### config.mk
export PLATFORM = sky130hd
export DESIGN_NAME = depth_pixel_backprojection
export DESIGN_NICKNAME = d
export VERILOG_FILES = /design/src/hdl/dpb_pkg.sv /design/src/hdl/depth_pixel_backprojection.sv /design/src/hdl/dpb_queue.sv /design/src/hdl/dpb_front.sv /design/src/hdl/dpb_back.sv
export SDC_FILE = /design/constraint.sdc
export NUM_CORES = 2
export LEC_CHECK = 0
export BUFFER_PORTS_ARGS = -buffer_cell sky130_fd_sc_hd__buf_2
export CAP_MARGIN = 20
export CORE_MARGIN = 5
export CORE_UTILIZATION = 45
export CTS_CLUSTER_SIZE = 25
export DETAILED_ROUTE_END_ITERATION = 10
export GPL_TIMING_DRIVEN = 0
export PLACE_DENSITY = 0.6
export SETUP_SLACK_MARGIN = 0.5
export SYNTH_ARGS = -nofsm -noshare
export SYNTH_HDL_FRONTEND = slang
export SYNTH_SLANG_ARGS = --single-unit
### constraint.sdc
create_clock -name i_clk -period 10.35 [get_ports i_clk]
set_input_delay 0.5175 -clock i_clk [delete_from_list [all_inputs] [get_ports i_clk]]
set_output_delay 0.5175 -clock i_clk [all_outputs]
set_load 0.01 [all_outputs]
### src/hdl/dpb_pkg.sv
`timescale 1ns / 1ps

package dpb_pkg;

    localparam int COORD_BITS_DEF = 12;
    localparam int COORD_BITS_MAX = 14;

    localparam int CFG_DIM_W  = 13;
    localparam int CFG_DATA_W = 16;
    localparam int CFG_ADDR_W = 3;

    // Offset magnitude |16*pos - center|, wide enough for COORD_BITS_MAX.
    localparam int OFFS_W = COORD_BITS_MAX + 4;
    // Dividend: |offs| * depth * 16.
    localparam int NUM_W  = OFFS_W + 16 + 4;
    localparam int STEP_W = $clog2(NUM_W);
    localparam int REM_W  = 17;

    localparam int QUEUE_DEPTH = 2;

    typedef enum logic [CFG_ADDR_W-1:0] {
        CFG_IMAGE_WIDTH  = 3'd0,
        CFG_IMAGE_HEIGHT = 3'd1,
        CFG_CENTER_X     = 3'd2,
        CFG_CENTER_Y     = 3'd3,
        CFG_FOCAL_X      = 3'd4,
        CFG_FOCAL_Y      = 3'd5,
        CFG_NEAR_CLIP    = 3'd6,
        CFG_FAR_CLIP     = 3'd7
    } t_cfg_addr;

    typedef struct packed {
        logic [CFG_DIM_W-1:0] image_width;
        logic [CFG_DIM_W-1:0] image_height;
        logic [15:0]          center_x;
        logic [15:0]          center_y;
        logic [15:0]          near_clip_mm;
        logic [15:0]          far_clip_mm;
    } t_cfg;

    typedef struct packed {
        logic [15:0] depth_mm;
        logic [7:0]  blue;
        logic [7:0]  green;
        logic [7:0]  red;
    } t_pixel;

    typedef struct packed {
        logic               point_kept;
        logic signed [31:0] point_x;
        logic signed [31:0] point_y;
        logic [15:0]        point_z;
        logic [7:0]         point_red;
        logic [7:0]         point_green;
        logic [7:0]         point_blue;
        logic               frame_end;
    } t_point;

    typedef struct packed {
        logic              kept;
        logic              frame_end;
        logic              x_neg;
        logic [OFFS_W-1:0] x_mag;
        logic              y_neg;
        logic [OFFS_W-1:0] y_mag;
        logic [15:0]       depth_mm;
        logic [7:0]        red;
        logic [7:0]        green;
        logic [7:0]        blue;
    } t_job;

    typedef enum logic [1:0] {
        S_IDLE,
        S_MUL,
        S_DIV,
        S_DONE
    } t_back_state;

endpackage

### src/hdl/depth_pixel_backprojection.sv
`timescale 1ns / 1ps
// Channel   Direction  Handshake                 Payload
// in        input      i_in_valid / o_in_stall   i_in_data   (t_pixel)
// out       output     o_out_valid / i_out_stall o_out_data  (t_point)
// cfg       input      i_cfg_we                  i_cfg_addr, i_cfg_wdata
//
// Kept pixel in the back end: pop, multiply, 38 divide steps, output load;
// the bit-serial divider sets the rate. Dropped pixel: pop, output load.
// Front accepts while the 2-entry queue has room, independent of the back end.
// Synchronous active-low reset clears counters, queue, FSM and config to defaults.
// Output register holds its transaction while i_out_stall is high.

module depth_pixel_backprojection
    import dpb_pkg::*;
#(
    parameter int COORD_BITS = COORD_BITS_DEF
) (
    input  logic                  i_clk,
    input  logic                  i_rst_n,
    input  logic                  i_cfg_we,
    input  logic [CFG_ADDR_W-1:0] i_cfg_addr,
    input  logic [CFG_DATA_W-1:0] i_cfg_wdata,
    input  logic                  i_in_valid,
    output logic                  o_in_stall,
    input  t_pixel                i_in_data,
    output logic                  o_out_valid,
    input  logic                  i_out_stall,
    output t_point                o_out_data
);

    t_cfg        r_cfg;
    logic [15:0] r_focal_x;
    logic [15:0] r_focal_y;

    logic q_push;
    logic q_pop;
    logic q_full;
    logic q_empty;
    t_job push_job;
    t_job head_job;

    always_ff @(posedge i_clk) begin
        if (!i_rst_n) begin
            r_cfg.image_width  <= CFG_DIM_W'(640);
            r_cfg.image_height <= CFG_DIM_W'(480);
            r_cfg.center_x     <= 16'd0;
            r_cfg.center_y     <= 16'd0;
            r_cfg.near_clip_mm <= 16'd100;
            r_cfg.far_clip_mm  <= 16'd2000;
            r_focal_x          <= 16'd16;
            r_focal_y          <= 16'd16;
        end else if (i_cfg_we) begin
            unique case (t_cfg_addr'(i_cfg_addr))
                CFG_IMAGE_WIDTH:  r_cfg.image_width  <= i_cfg_wdata[CFG_DIM_W-1:0];
                CFG_IMAGE_HEIGHT: r_cfg.image_height <= i_cfg_wdata[CFG_DIM_W-1:0];
                CFG_CENTER_X:     r_cfg.center_x     <= i_cfg_wdata;
                CFG_CENTER_Y:     r_cfg.center_y     <= i_cfg_wdata;
                CFG_FOCAL_X:      r_focal_x          <= i_cfg_wdata;
                CFG_FOCAL_Y:      r_focal_y          <= i_cfg_wdata;
                CFG_NEAR_CLIP:    r_cfg.near_clip_mm <= i_cfg_wdata;
                CFG_FAR_CLIP:     r_cfg.far_clip_mm  <= i_cfg_wdata;
                default:          r_focal_x          <= r_focal_x;
            endcase
        end
    end

    dpb_front #(
        .COORD_BITS(COORD_BITS)
    ) u_front (
        .i_clk    (i_clk),
        .i_rst_n  (i_rst_n),
        .i_cfg    (r_cfg),
        .i_valid  (i_in_valid),
        .i_pixel  (i_in_data),
        .i_q_full (q_full),
        .o_stall  (o_in_stall),
        .o_push   (q_push),
        .o_job    (push_job)
    );

    dpb_queue u_queue (
        .i_clk   (i_clk),
        .i_rst_n (i_rst_n),
        .i_push  (q_push),
        .i_job   (push_job),
        .i_pop   (q_pop),
        .o_job   (head_job),
        .o_full  (q_full),
        .o_empty (q_empty)
    );

    dpb_back u_back (
        .i_clk     (i_clk),
        .i_rst_n   (i_rst_n),
        .i_focal_x (r_focal_x),
        .i_focal_y (r_focal_y),
        .i_q_empty (q_empty),
        .i_job     (head_job),
        .o_pop     (q_pop),
        .o_valid   (o_out_valid),
        .i_stall   (i_out_stall),
        .o_point   (o_out_data)
    );

endmodule

### src/hdl/dpb_queue.sv
`timescale 1ns / 1ps

module dpb_queue
    import dpb_pkg::*;
(
    input  logic i_clk,
    input  logic i_rst_n,
    input  logic i_push,
    input  t_job i_job,
    input  logic i_pop,
    output t_job o_job,
    output logic o_full,
    output logic o_empty
);

    localparam int PTR_W = $clog2(QUEUE_DEPTH);
    localparam int CNT_W = $clog2(QUEUE_DEPTH + 1);

    t_job             r_mem [QUEUE_DEPTH];
    logic [PTR_W-1:0] r_wr_ptr;
    logic [PTR_W-1:0] r_rd_ptr;
    logic [CNT_W-1:0] r_count;
    logic [CNT_W-1:0] n_count;

    assign o_full  = (r_count == CNT_W'(QUEUE_DEPTH));
    assign o_empty = (r_count == '0);
    assign o_job   = r_mem[r_rd_ptr];

    always_comb begin
        n_count = r_count;
        if (i_push && !i_pop) begin
            n_count = r_count + CNT_W'(1);
        end else if (!i_push && i_pop) begin
            n_count = r_count - CNT_W'(1);
        end
    end

    always_ff @(posedge i_clk) begin
        if (!i_rst_n) begin
            r_wr_ptr <= '0;
            r_rd_ptr <= '0;
            r_count  <= '0;
        end else begin
            r_count <= n_count;
            if (i_push) begin
                r_wr_ptr <= (r_wr_ptr == PTR_W'(QUEUE_DEPTH - 1)) ? '0 : r_wr_ptr + PTR_W'(1);
            end
            if (i_pop) begin
                r_rd_ptr <= (r_rd_ptr == PTR_W'(QUEUE_DEPTH - 1)) ? '0 : r_rd_ptr + PTR_W'(1);
            end
        end
    end

    always_ff @(posedge i_clk) begin
        if (i_push) begin
            r_mem[r_wr_ptr] <= i_job;
        end
    end

endmodule

### src/hdl/dpb_front.sv
`timescale 1ns / 1ps

module dpb_front
    import dpb_pkg::*;
#(
    parameter int COORD_BITS = COORD_BITS_DEF
) (
    input  logic   i_clk,
    input  logic   i_rst_n,
    input  t_cfg   i_cfg,
    input  logic   i_valid,
    input  t_pixel i_pixel,
    input  logic   i_q_full,
    output logic   o_stall,
    output logic   o_push,
    output t_job   o_job
);

    localparam int LW = (COORD_BITS + 1 > CFG_DIM_W) ? COORD_BITS + 1 : CFG_DIM_W;

    logic [COORD_BITS-1:0] r_col;
    logic [COORD_BITS-1:0] r_row;

    logic [LW-1:0]     dim_max;
    logic [LW-1:0]     w_ext;
    logic [LW-1:0]     h_ext;
    logic [LW-1:0]     w_eff;
    logic [LW-1:0]     h_eff;
    logic [LW-1:0]     col_inc;
    logic [LW-1:0]     row_inc;
    logic              row_last;
    logic              frame_last;
    logic              kept;
    logic [OFFS_W:0]   diff_x;
    logic [OFFS_W:0]   diff_y;
    logic [OFFS_W:0]   abs_x;
    logic [OFFS_W:0]   abs_y;

    assign o_stall = i_q_full;
    assign o_push  = i_valid && !i_q_full;

    always_comb begin
        dim_max = LW'(1) << COORD_BITS;
        w_ext   = LW'(i_cfg.image_width);
        h_ext   = LW'(i_cfg.image_height);
        w_eff   = w_ext;
        h_eff   = h_ext;
        if (w_ext == '0) begin
            w_eff = LW'(1);
        end else if (w_ext > dim_max) begin
            w_eff = dim_max;
        end
        if (h_ext == '0) begin
            h_eff = LW'(1);
        end else if (h_ext > dim_max) begin
            h_eff = dim_max;
        end
        col_inc    = LW'(r_col) + LW'(1);
        row_inc    = LW'(r_row) + LW'(1);
        row_last   = (col_inc >= w_eff);
        frame_last = row_last && (row_inc >= h_eff);
        kept       = (i_pixel.depth_mm > i_cfg.near_clip_mm) &&
                     (i_pixel.depth_mm <= i_cfg.far_clip_mm);
    end

    // Signed offset 16*pos - center, split into sign and magnitude.
    always_comb begin
        diff_x = ((OFFS_W + 1)'(r_col) << 4) - (OFFS_W + 1)'(i_cfg.center_x);
        diff_y = ((OFFS_W + 1)'(r_row) << 4) - (OFFS_W + 1)'(i_cfg.center_y);
        abs_x  = diff_x[OFFS_W] ? -diff_x : diff_x;
        abs_y  = diff_y[OFFS_W] ? -diff_y : diff_y;

        o_job.kept      = kept;
        o_job.frame_end = frame_last;
        o_job.x_neg     = diff_x[OFFS_W];
        o_job.x_mag     = abs_x[OFFS_W-1:0];
        o_job.y_neg     = diff_y[OFFS_W];
        o_job.y_mag     = abs_y[OFFS_W-1:0];
        o_job.depth_mm  = i_pixel.depth_mm;
        o_job.red       = i_pixel.red;
        o_job.green     = i_pixel.green;
        o_job.blue      = i_pixel.blue;
    end

    always_ff @(posedge i_clk) begin
        if (!i_rst_n) begin
            r_col <= '0;
            r_row <= '0;
        end else if (o_push) begin
            if (row_last) begin
                r_col <= '0;
                r_row <= frame_last ? '0 : row_inc[COORD_BITS-1:0];
            end else begin
                r_col <= col_inc[COORD_BITS-1:0];
            end
        end
    end

endmodule

### src/hdl/dpb_back.sv
`timescale 1ns / 1ps

module dpb_back
    import dpb_pkg::*;
(
    input  logic        i_clk,
    input  logic        i_rst_n,
    input  logic [15:0] i_focal_x,
    input  logic [15:0] i_focal_y,
    input  logic        i_q_empty,
    input  t_job        i_job,
    output logic        o_pop,
    output logic        o_valid,
    input  logic        i_stall,
    output t_point      o_point
);

    t_back_state       r_state;
    t_back_state       n_state;
    t_job              r_job;
    logic [NUM_W-1:0]  r_num_x;
    logic [NUM_W-1:0]  r_num_y;
    logic [REM_W-1:0]  r_rem_x;
    logic [REM_W-1:0]  r_rem_y;
    logic [STEP_W-1:0] r_step;
    t_point            r_out;
    logic              r_out_valid;

    logic                 out_load;
    logic                 div_last;
    logic [15:0]          den_x;
    logic [15:0]          den_y;
    logic [OFFS_W+15:0]   prod_x;
    logic [OFFS_W+15:0]   prod_y;
    logic [REM_W-1:0]     sh_x;
    logic [REM_W-1:0]     sh_y;
    logic                 ge_x;
    logic                 ge_y;
    t_point               pt;

    // Truncated quotient magnitude to saturated signed 32 bits.
    function automatic logic [31:0] sat32(input logic neg, input logic [NUM_W-1:0] q);
        logic over;
        logic [31:0] res;
        if (neg) begin
            over = (|q[NUM_W-1:32]) || (q[31] && (|q[30:0]));
            res  = over ? 32'h8000_0000 : -q[31:0];
        end else begin
            over = |q[NUM_W-1:31];
            res  = over ? 32'h7FFF_FFFF : q[31:0];
        end
        return res;
    endfunction

    assign den_x    = (i_focal_x == '0) ? 16'd1 : i_focal_x;
    assign den_y    = (i_focal_y == '0) ? 16'd1 : i_focal_y;
    assign prod_x   = (OFFS_W + 16)'(r_job.x_mag) * (OFFS_W + 16)'(r_job.depth_mm);
    assign prod_y   = (OFFS_W + 16)'(r_job.y_mag) * (OFFS_W + 16)'(r_job.depth_mm);
    assign div_last = (r_step == STEP_W'(NUM_W - 1));

    // One restoring step per cycle on each axis.
    always_comb begin
        sh_x = {r_rem_x[REM_W-2:0], r_num_x[NUM_W-1]};
        sh_y = {r_rem_y[REM_W-2:0], r_num_y[NUM_W-1]};
        ge_x = (sh_x >= REM_W'(den_x));
        ge_y = (sh_y >= REM_W'(den_y));
    end

    always_comb begin
        n_state = r_state;
        unique case (r_state)
            S_IDLE: begin
                if (!i_q_empty) begin
                    n_state = i_job.kept ? S_MUL : S_DONE;
                end
            end
            S_MUL: n_state = S_DIV;
            S_DIV: begin
                if (div_last) begin
                    n_state = S_DONE;
                end
            end
            S_DONE: begin
                if (!r_out_valid || !i_stall) begin
                    n_state = S_IDLE;
                end
            end
            default: n_state = S_IDLE;
        endcase
    end

    always_comb begin
        o_pop    = 1'b0;
        out_load = 1'b0;
        unique case (r_state)
            S_IDLE:  o_pop    = !i_q_empty;
            S_MUL:   o_pop    = 1'b0;
            S_DIV:   o_pop    = 1'b0;
            S_DONE:  out_load = !r_out_valid || !i_stall;
            default: o_pop    = 1'b0;
        endcase
    end

    always_comb begin
        pt           = '0;
        pt.frame_end = r_job.frame_end;
        if (r_job.kept) begin
            pt.point_kept  = 1'b1;
            pt.point_x     = sat32(r_job.x_neg, r_num_x);
            pt.point_y     = sat32(r_job.y_neg, r_num_y);
            pt.point_z     = r_job.depth_mm;
            pt.point_red   = r_job.red;
            pt.point_green = r_job.green;
            pt.point_blue  = r_job.blue;
        end
    end

    always_ff @(posedge i_clk) begin
        if (!i_rst_n) begin
            r_state     <= S_IDLE;
            r_out_valid <= 1'b0;
        end else begin
            r_state <= n_state;
            if (out_load) begin
                r_out_valid <= 1'b1;
            end else if (!i_stall) begin
                r_out_valid <= 1'b0;
            end
        end
    end

    always_ff @(posedge i_clk) begin
        if (o_pop) begin
            r_job <= i_job;
        end
        if (r_state == S_MUL) begin
            r_num_x <= {prod_x, 4'b0000};
            r_num_y <= {prod_y, 4'b0000};
            r_rem_x <= '0;
            r_rem_y <= '0;
            r_step  <= '0;
        end else if (r_state == S_DIV) begin
            r_rem_x <= ge_x ? sh_x - REM_W'(den_x) : sh_x;
            r_rem_y <= ge_y ? sh_y - REM_W'(den_y) : sh_y;
            r_num_x <= {r_num_x[NUM_W-2:0], ge_x};
            r_num_y <= {r_num_y[NUM_W-2:0], ge_y};
            r_step  <= r_step + STEP_W'(1);
        end
        if (out_load) begin
            r_out <= pt;
        end
    end

    assign o_valid = r_out_valid;
    assign o_point = r_out;

endmodule

## Word-level counts from Yosys, hierarchy flattened

Memory sizes are Yosys's and may differ from the RTL's. A register that Yosys moved wholly into a read port is not among the register bits.
Index checks and enable logic that the tools add are counted.

- Multiplexer cells: 40
- Multiply operators: 2
- Reductions and logical operators: 41
- $lt $le $gt $ge: 8
- $add $sub $neg: 15
- Eq/ne operators: 16

Operators by type and width:

| cell | number |
|---|---|
| 32-bit 2-to-1 mux | 6 |
| 38-bit 2-to-1 mux | 4 |
| 105-bit 2-to-1 mux | 1 |
| 18-bit by 16-bit multiplier with 34-bit output | 2 |
| 16-bit 2-to-1 mux | 4 |
| 32-bit negation | 2 |
| 31-bit OR reduction | 2 |
| 13-bit 2-to-1 mux | 4 |
| 18-bit 2-to-1 mux | 2 |
| 18-bit negation | 2 |
| 17-bit by 16-bit greater-or-equal comparator with 1-bit output | 2 |
| 16-bit by 16-bit subtractor with 17-bit output | 2 |
| 16-bit zero test | 2 |
| 16-bit subtractor | 2 |
| 12-bit by 1-bit adder with 13-bit output, second input constant | 2 |
| 13-bit greater-or-equal comparator | 2 |
| 13-bit greater-than comparator, second input constant | 2 |
| 13-bit zero test | 2 |
| 12-bit 2-to-1 mux | 2 |
| 2-bit AND reduction | 9 |
| 16-bit greater-than comparator | 1 |
| 16-bit less-or-equal comparator | 1 |
| 7-bit OR reduction | 2 |
| 3-bit == test, second input constant | 4 |
| other kinds (22) | 58 |

- Bits in registers: 453
- Bits of input ports: 64
- Output and inout port bits: 108
- Word-level logic and storage cells: 163
- Memory bits (writable): 160
- Memories kept: 1

Memory list:

| name | words | width | read ports | clocked after memory_dff | write ports | line | RTL |
|---|---|---|---|---|---|---|---|
| u_queue.r_mem | 2 | 80 | 1 | 1 | 1 | dpb_queue.sv:19 | `t_job r_mem [QUEUE_DEPTH];` |

## Depth between registers and ports, before layout

- Depth in word-level cells: 7
- Gate-level depth with buffers: 24
- Mapped depth without buffers: 22

## By module

From an unflattened synthesis, not the netlist that was laid out.

- Cells, all modules: 5129
- Area, all modules: 50104.3 um^2

By module, submodules not included:

| module | sequential area each (um^2) | instances | cells an instance | area an instance (um^2) |
|---|---|---|---|---|
| dpb_back | 8608.3 | 1 | 3686 | 34204.1 |
| dpb_queue | 4904.7 | 1 | 271 | 6019.5 |
| dpb_front | 480.5 | 1 | 741 | 5353.9 |
| depth_pixel_backprojection | 2442.3 | 1 | 431 | 4526.8 |

## Least setup slack after synthesis

No wires, ideal clock.

- Kind: reg2reg
- From: reg u_back.r_state[0]
- To: reg u_back.r_out (netlist bit u_back.o_point[0]), enable pin
- Clock period less this slack: 8.938 ns
- Data arrival time: 8.206 ns
- Buffers on the path: 0
- Data required time: 9.619 ns
- Slack: 1.412 ns
- Library setup time: 0.731 ns
- Stages on the path, launching flop included: 3
- Cells stage by stage: dfxtp_1 -> ha_1 -> a21boi_0

- Word-level cells in the longest chain between the ends: 2

Ends and longest elaborated chain:

| item | line | RTL |
|---|---|---|
| start: declaration | dpb_back.sv:18 | `t_back_state r_state;` |
| start signal: assignment | dpb_back.sv:123 | `r_state <= n_state;` |
| 2-bit == test | dpb_back.sv:95 | `unique case (r_state)` |
| 1-bit 2-to-1 mux | dpb_back.sv:95 |  |
| named net u_back.out_load | dpb_back.sv:29 | `logic out_load;` |
| end signal: assignment | dpb_back.sv:150 | `r_out <= pt;` |
| end: declaration | dpb_back.sv:26 | `t_point r_out;` |

The timed path passes the listed nets, and every way through them passes these cells.
A chain may end at the register's enable or synchronous reset.

## Final worst setup path

- From: reg u_back.r_job[37] (netlist name)
- To: reg u_back.r_num_x[34] (data pin)

- Word-level cells in the longest chain between the ends: 2

Ends and longest elaborated chain:

| item | line | RTL |
|---|---|---|
| start: declaration | dpb_back.sv:20 | `t_job r_job;` |
| start signal: assignment | dpb_back.sv:134 | `r_job <= i_job;` |
| 18-bit by 16-bit multiplier with 34-bit output | dpb_back.sv:57 | `assign prod_x = (OFFS_W + 16)'(r_job.x_mag) * (OFFS_W + 16)'(r_job.depth_mm);` |
| 38-bit 2-to-1 mux | dpb_back.sv:136 | `if (r_state == S_MUL) begin` |
| end signal: assignment | dpb_back.sv:137 | `r_num_x <= {prod_x, 4'b0000};` |
| end signal: assignment | dpb_back.sv:145 | `r_num_x <= {r_num_x[NUM_W-2:0], ge_x};` |
| end: declaration | dpb_back.sv:21 | `logic [NUM_W-1:0] r_num_x;` |

Every way passes these cells.

==> impl_metrics.json <==
{
  "stdcell_area_sq_um": 53740,
  "hold_class": "primary input to flop",
  "synth_common_cells": "757 x nand2_1, 655 x inv_1, 446 x fa_1, 414 x edfxtp_1, 339 x ha_1",
  "worst_hold_startpoint": "i_in_data[11]",
  "path_max_fanout": 10,
  "max_freq_mhz": 122.0,
  "grt_pass1_wl_mm": 218.9,
  "status": "complete, no violations",
  "path_class": "flop to flop",
  "clk_pin_slew_ns": 0.06,
  "synth_seq_area_share_pct": 33.88,
  "min_period_ns": 8.197,
  "overflow": 0,
  "routed_via_density": 5.528,
  "cp-start-kind": "flop",
  "pin_count": 172,
  "synth_edf_count": 414,
  "fp.coreArea_sq_um": 107100,
  "cp_cell_sequence": "clkbuf_1 -> clkbuf_1 -> and2_1 -> fa_1 -> fa_1 -> fa_1 -> fa_1 -> fa_1 -> inv_1 -> fa_1 -> inv_1 -> ha_1 -> a21o_1 -> a21oi_1 -> o211ai_1 -> o31ai_1 -> o32ai_1 -> o21ai_0 -> mux2_2 -> a221o_1",
  "num_vias": 37120,
  "grt_setup_unrepaired": "no",
  "postCtsHoldBufs": 0,
  "synth_top_area_cell": "edfxtp_1",
  "cp-startpoint": "u_back.r_job[37]",
  "grt_max_degree": 70,
  "worst_pin_slew_ns": 1.144,
  "cts_resized": 0,
  "antenna_found_initial": 5,
  "postCtsSetupBuffers": 0,
  "timing.critical_path.mode_cell": "fa_1",
  "drv_cap": 0,
  "path_buf_inv": 4,
  "dpl.hpwl_mm": 111.6,
  "regToRegSetupSlack_ns": 2.15,
  "final_antenna_net_count": 0,
  "drive_gt1_share_pct": 8.020,
  "cp_data_required_time_ns": 10.74,
  "design.die.area_sq_um": 114500,
  "max_stage_delay_ns": 0.83,
  "worst_slack_ns": 2.153,
  "start_util_pct": 45.32,
  "synthToLayoutAreaGrowth_pct": 10.76,
  "antenna_cells": 0,
  "ys.flop_type": "edfxtp_1",
  "dp.cells": 6583,
  "synth_area_sq_um": 48520,
  "critPathSlowestCell": "clkbuf_1",
  "avgSynthCellArea_sq_um": 9.676,
  "slew_viol_final": 0,
  "finalNetCount": 6103,
  "track_usage_pct": 24.44,
  "yosys_warnings": 0,
  "yosys-top-cells-area": "edfxtp_1 26%, fa_1 18%, ha_1 8.7%",
  "final-hold-violation-count": 0,
  "die_x_microns": 338.4,
  "dpl_cell_area_sq_um": 51270,
  "slew_headroom_pct": 23.74,
  "crit_arrival_ns": 8.58,
  "tritoncts": "done",
  "die_y_microns": 338.4,
  "first_iter_violations": 2477,
  "totalWireLength_mm": 142.8,
  "synth-async-reset-ratio_pct": 0,
  "num_rows": 120,
  "wl_per_cell_microns": 21.27,
  "drc_errors": 0,
  "place_congestion": 0.9453,
  "ys_types": 96,
  "syn_inst": 5014,
  "fin_skew_ns": 0.04413,
  "critPathTopFamily": "adder cells",
  "timing.final.crit_share_pct": 79.20,
  "cts_root_buffer": "clkbuf_16",
  "critPathCaptureType": "flop",
  "htree_num_levels": 3,
  "dr.pass1.iters": 6,
  "yosys.cell_count.top_type": "nand2_1",
  "finalSetupViolations": 0,
  "synth-seq-cells": 614,
  "port_buffers": 155,
  "synth_top_area_share_pct": 25.62,
  "final_cells": 6715,
  "clock_path_buffers": 3,
  "clk_latency_ns": 0.65,
  "r2r_start": "u_back.r_job[37]",
  "post-place-ws_ns": 2.212,
  "cts_sinks": 614,
  "cts_made_buffers": 71,
  "first_global_vias": 36990
}
registers in the layout, indices dropped and copies added, names as in the netlist, 2 cells and up, named ones only:
register / count
r_cfg: 90
r_focal_x: 16
r_focal_y: 16
u_back.o_point: 106
u_back.r_job: 79
u_back.r_num_x: 38
u_back.r_num_y: 38
u_back.r_rem_x: 16
u_back.r_rem_y: 16
u_back.r_state: 2
u_back.r_step: 6
u_front.r_col: 12
u_front.r_row: 12
u_queue.r_count: 2
u_queue.r_mem: 160
metal layers:
metal / vias up / share of wire [%] / global-route usage (%)
met4: 2 / 3.8 / 8.584
met3: 256 / 5.4 / 3.376
met1: 18510 / 42 / 32.18
met2: 1082 / 48 / 41.57
met5: - / 0.011 / 0
li1: 17270 / - / -
final timing paths:
kind,endpoint,cells past startpoint
max,u_back.r_num_x[34],20
min,u_queue.r_mem[1][11],1
max reg2reg,u_back.r_num_x[34],20
min reg2reg,r_cfg[14],2
stage by stage:
| step | hold WS, ns | setup TNS [ns] | utilization, % |
|---|---|---|---|
| 2_1_floorplan | 0.4003 | 0 | - |
| 3_3_place_gp | 0.4169 | -272.81 | 47.70 |
| 3_5_place_dp | 0.4272 | 0 | 47.89 |
| 4_1_cts | 0.02990 | 0 | 50.18 |
| 5_1_grt | 0.05159 | 0 | 50.20 |
| 6_report | 0.07467 | 0 | 50.20 |
layout by cell type, fill, tap and decap left out, types with 66 or more instances in the layout:
| cell | instances |
|---|---|
| fa_1 | 446 |
| xor2_1 | 66 |
| xnor2_1 | 87 |
| inv_1 | 654 |
| dfxtp_1 | 200 |
| mux2_2 | 84 |
| ha_1 | 338 |
| edfxtp_1 | 414 |
| buf_2 | 157 |
| nor2_1 | 200 |
| clkbuf_1 | 222 |
| nand3_1 | 69 |
| nand2_1 | 757 |
| and2_1 | 307 |
| a21oi_1 | 283 |
| clkbuf_16 | 73 |
| o21ai_0 | 163 |
final cells by class:
cell class | instances | area [sq um]
Timing Repair Buffer | 164 | 960.9
Multi-Input combinational cell | 3503 | 28720
Inverter | 659 | 2476
Tap cell | 1403 | 1755
Sequential cell | 614 | 16440
Clock inverter | 51 | 580.6
Clock buffer | 80 | 1873
Fill cell | 10090 | 53320
Buffer | 241 | 937.1
kinds of logic after synthesis:
| kind of cell | after synthesis | share of synthesized area [%] |
|---|---|---|
| AOI/OAI and AO/OA | 811 | 10.51 |
| xor gates and xnor gates | 153 | 2.762 |
| adders and majority gates | 785 | 27.15 |
| buffers and inverters | 900 | 7.030 |
| DFF | 614 | 33.88 |
| muxes | 105 | 2.409 |
| other | 1 | 0.007729 |
| and+or+nand+nor | 1645 | 16.25 |
worst register-to-register path, stage by stage, from the launching register on:
cell	delay, ns
edfxtp_1	0.32
clkbuf_1	0.83
clkbuf_1	0.82
and2_1	0.30
fa_1	0.42
fa_1	0.41
fa_1	0.55
fa_1	0.44
fa_1	0.50
inv_1	0.07
fa_1	0.53
inv_1	0.07
ha_1	0.36
a21o_1	0.20
a21oi_1	0.20
o211ai_1	0.12
o31ai_1	0.74
o32ai_1	0.24
o21ai_0	0.23
mux2_2	0.35
a221o_1	0.25
Power is left out: the tool's default activity adds up to more than one toggle a clock period on the data nets, which glitch-free logic cannot reach.
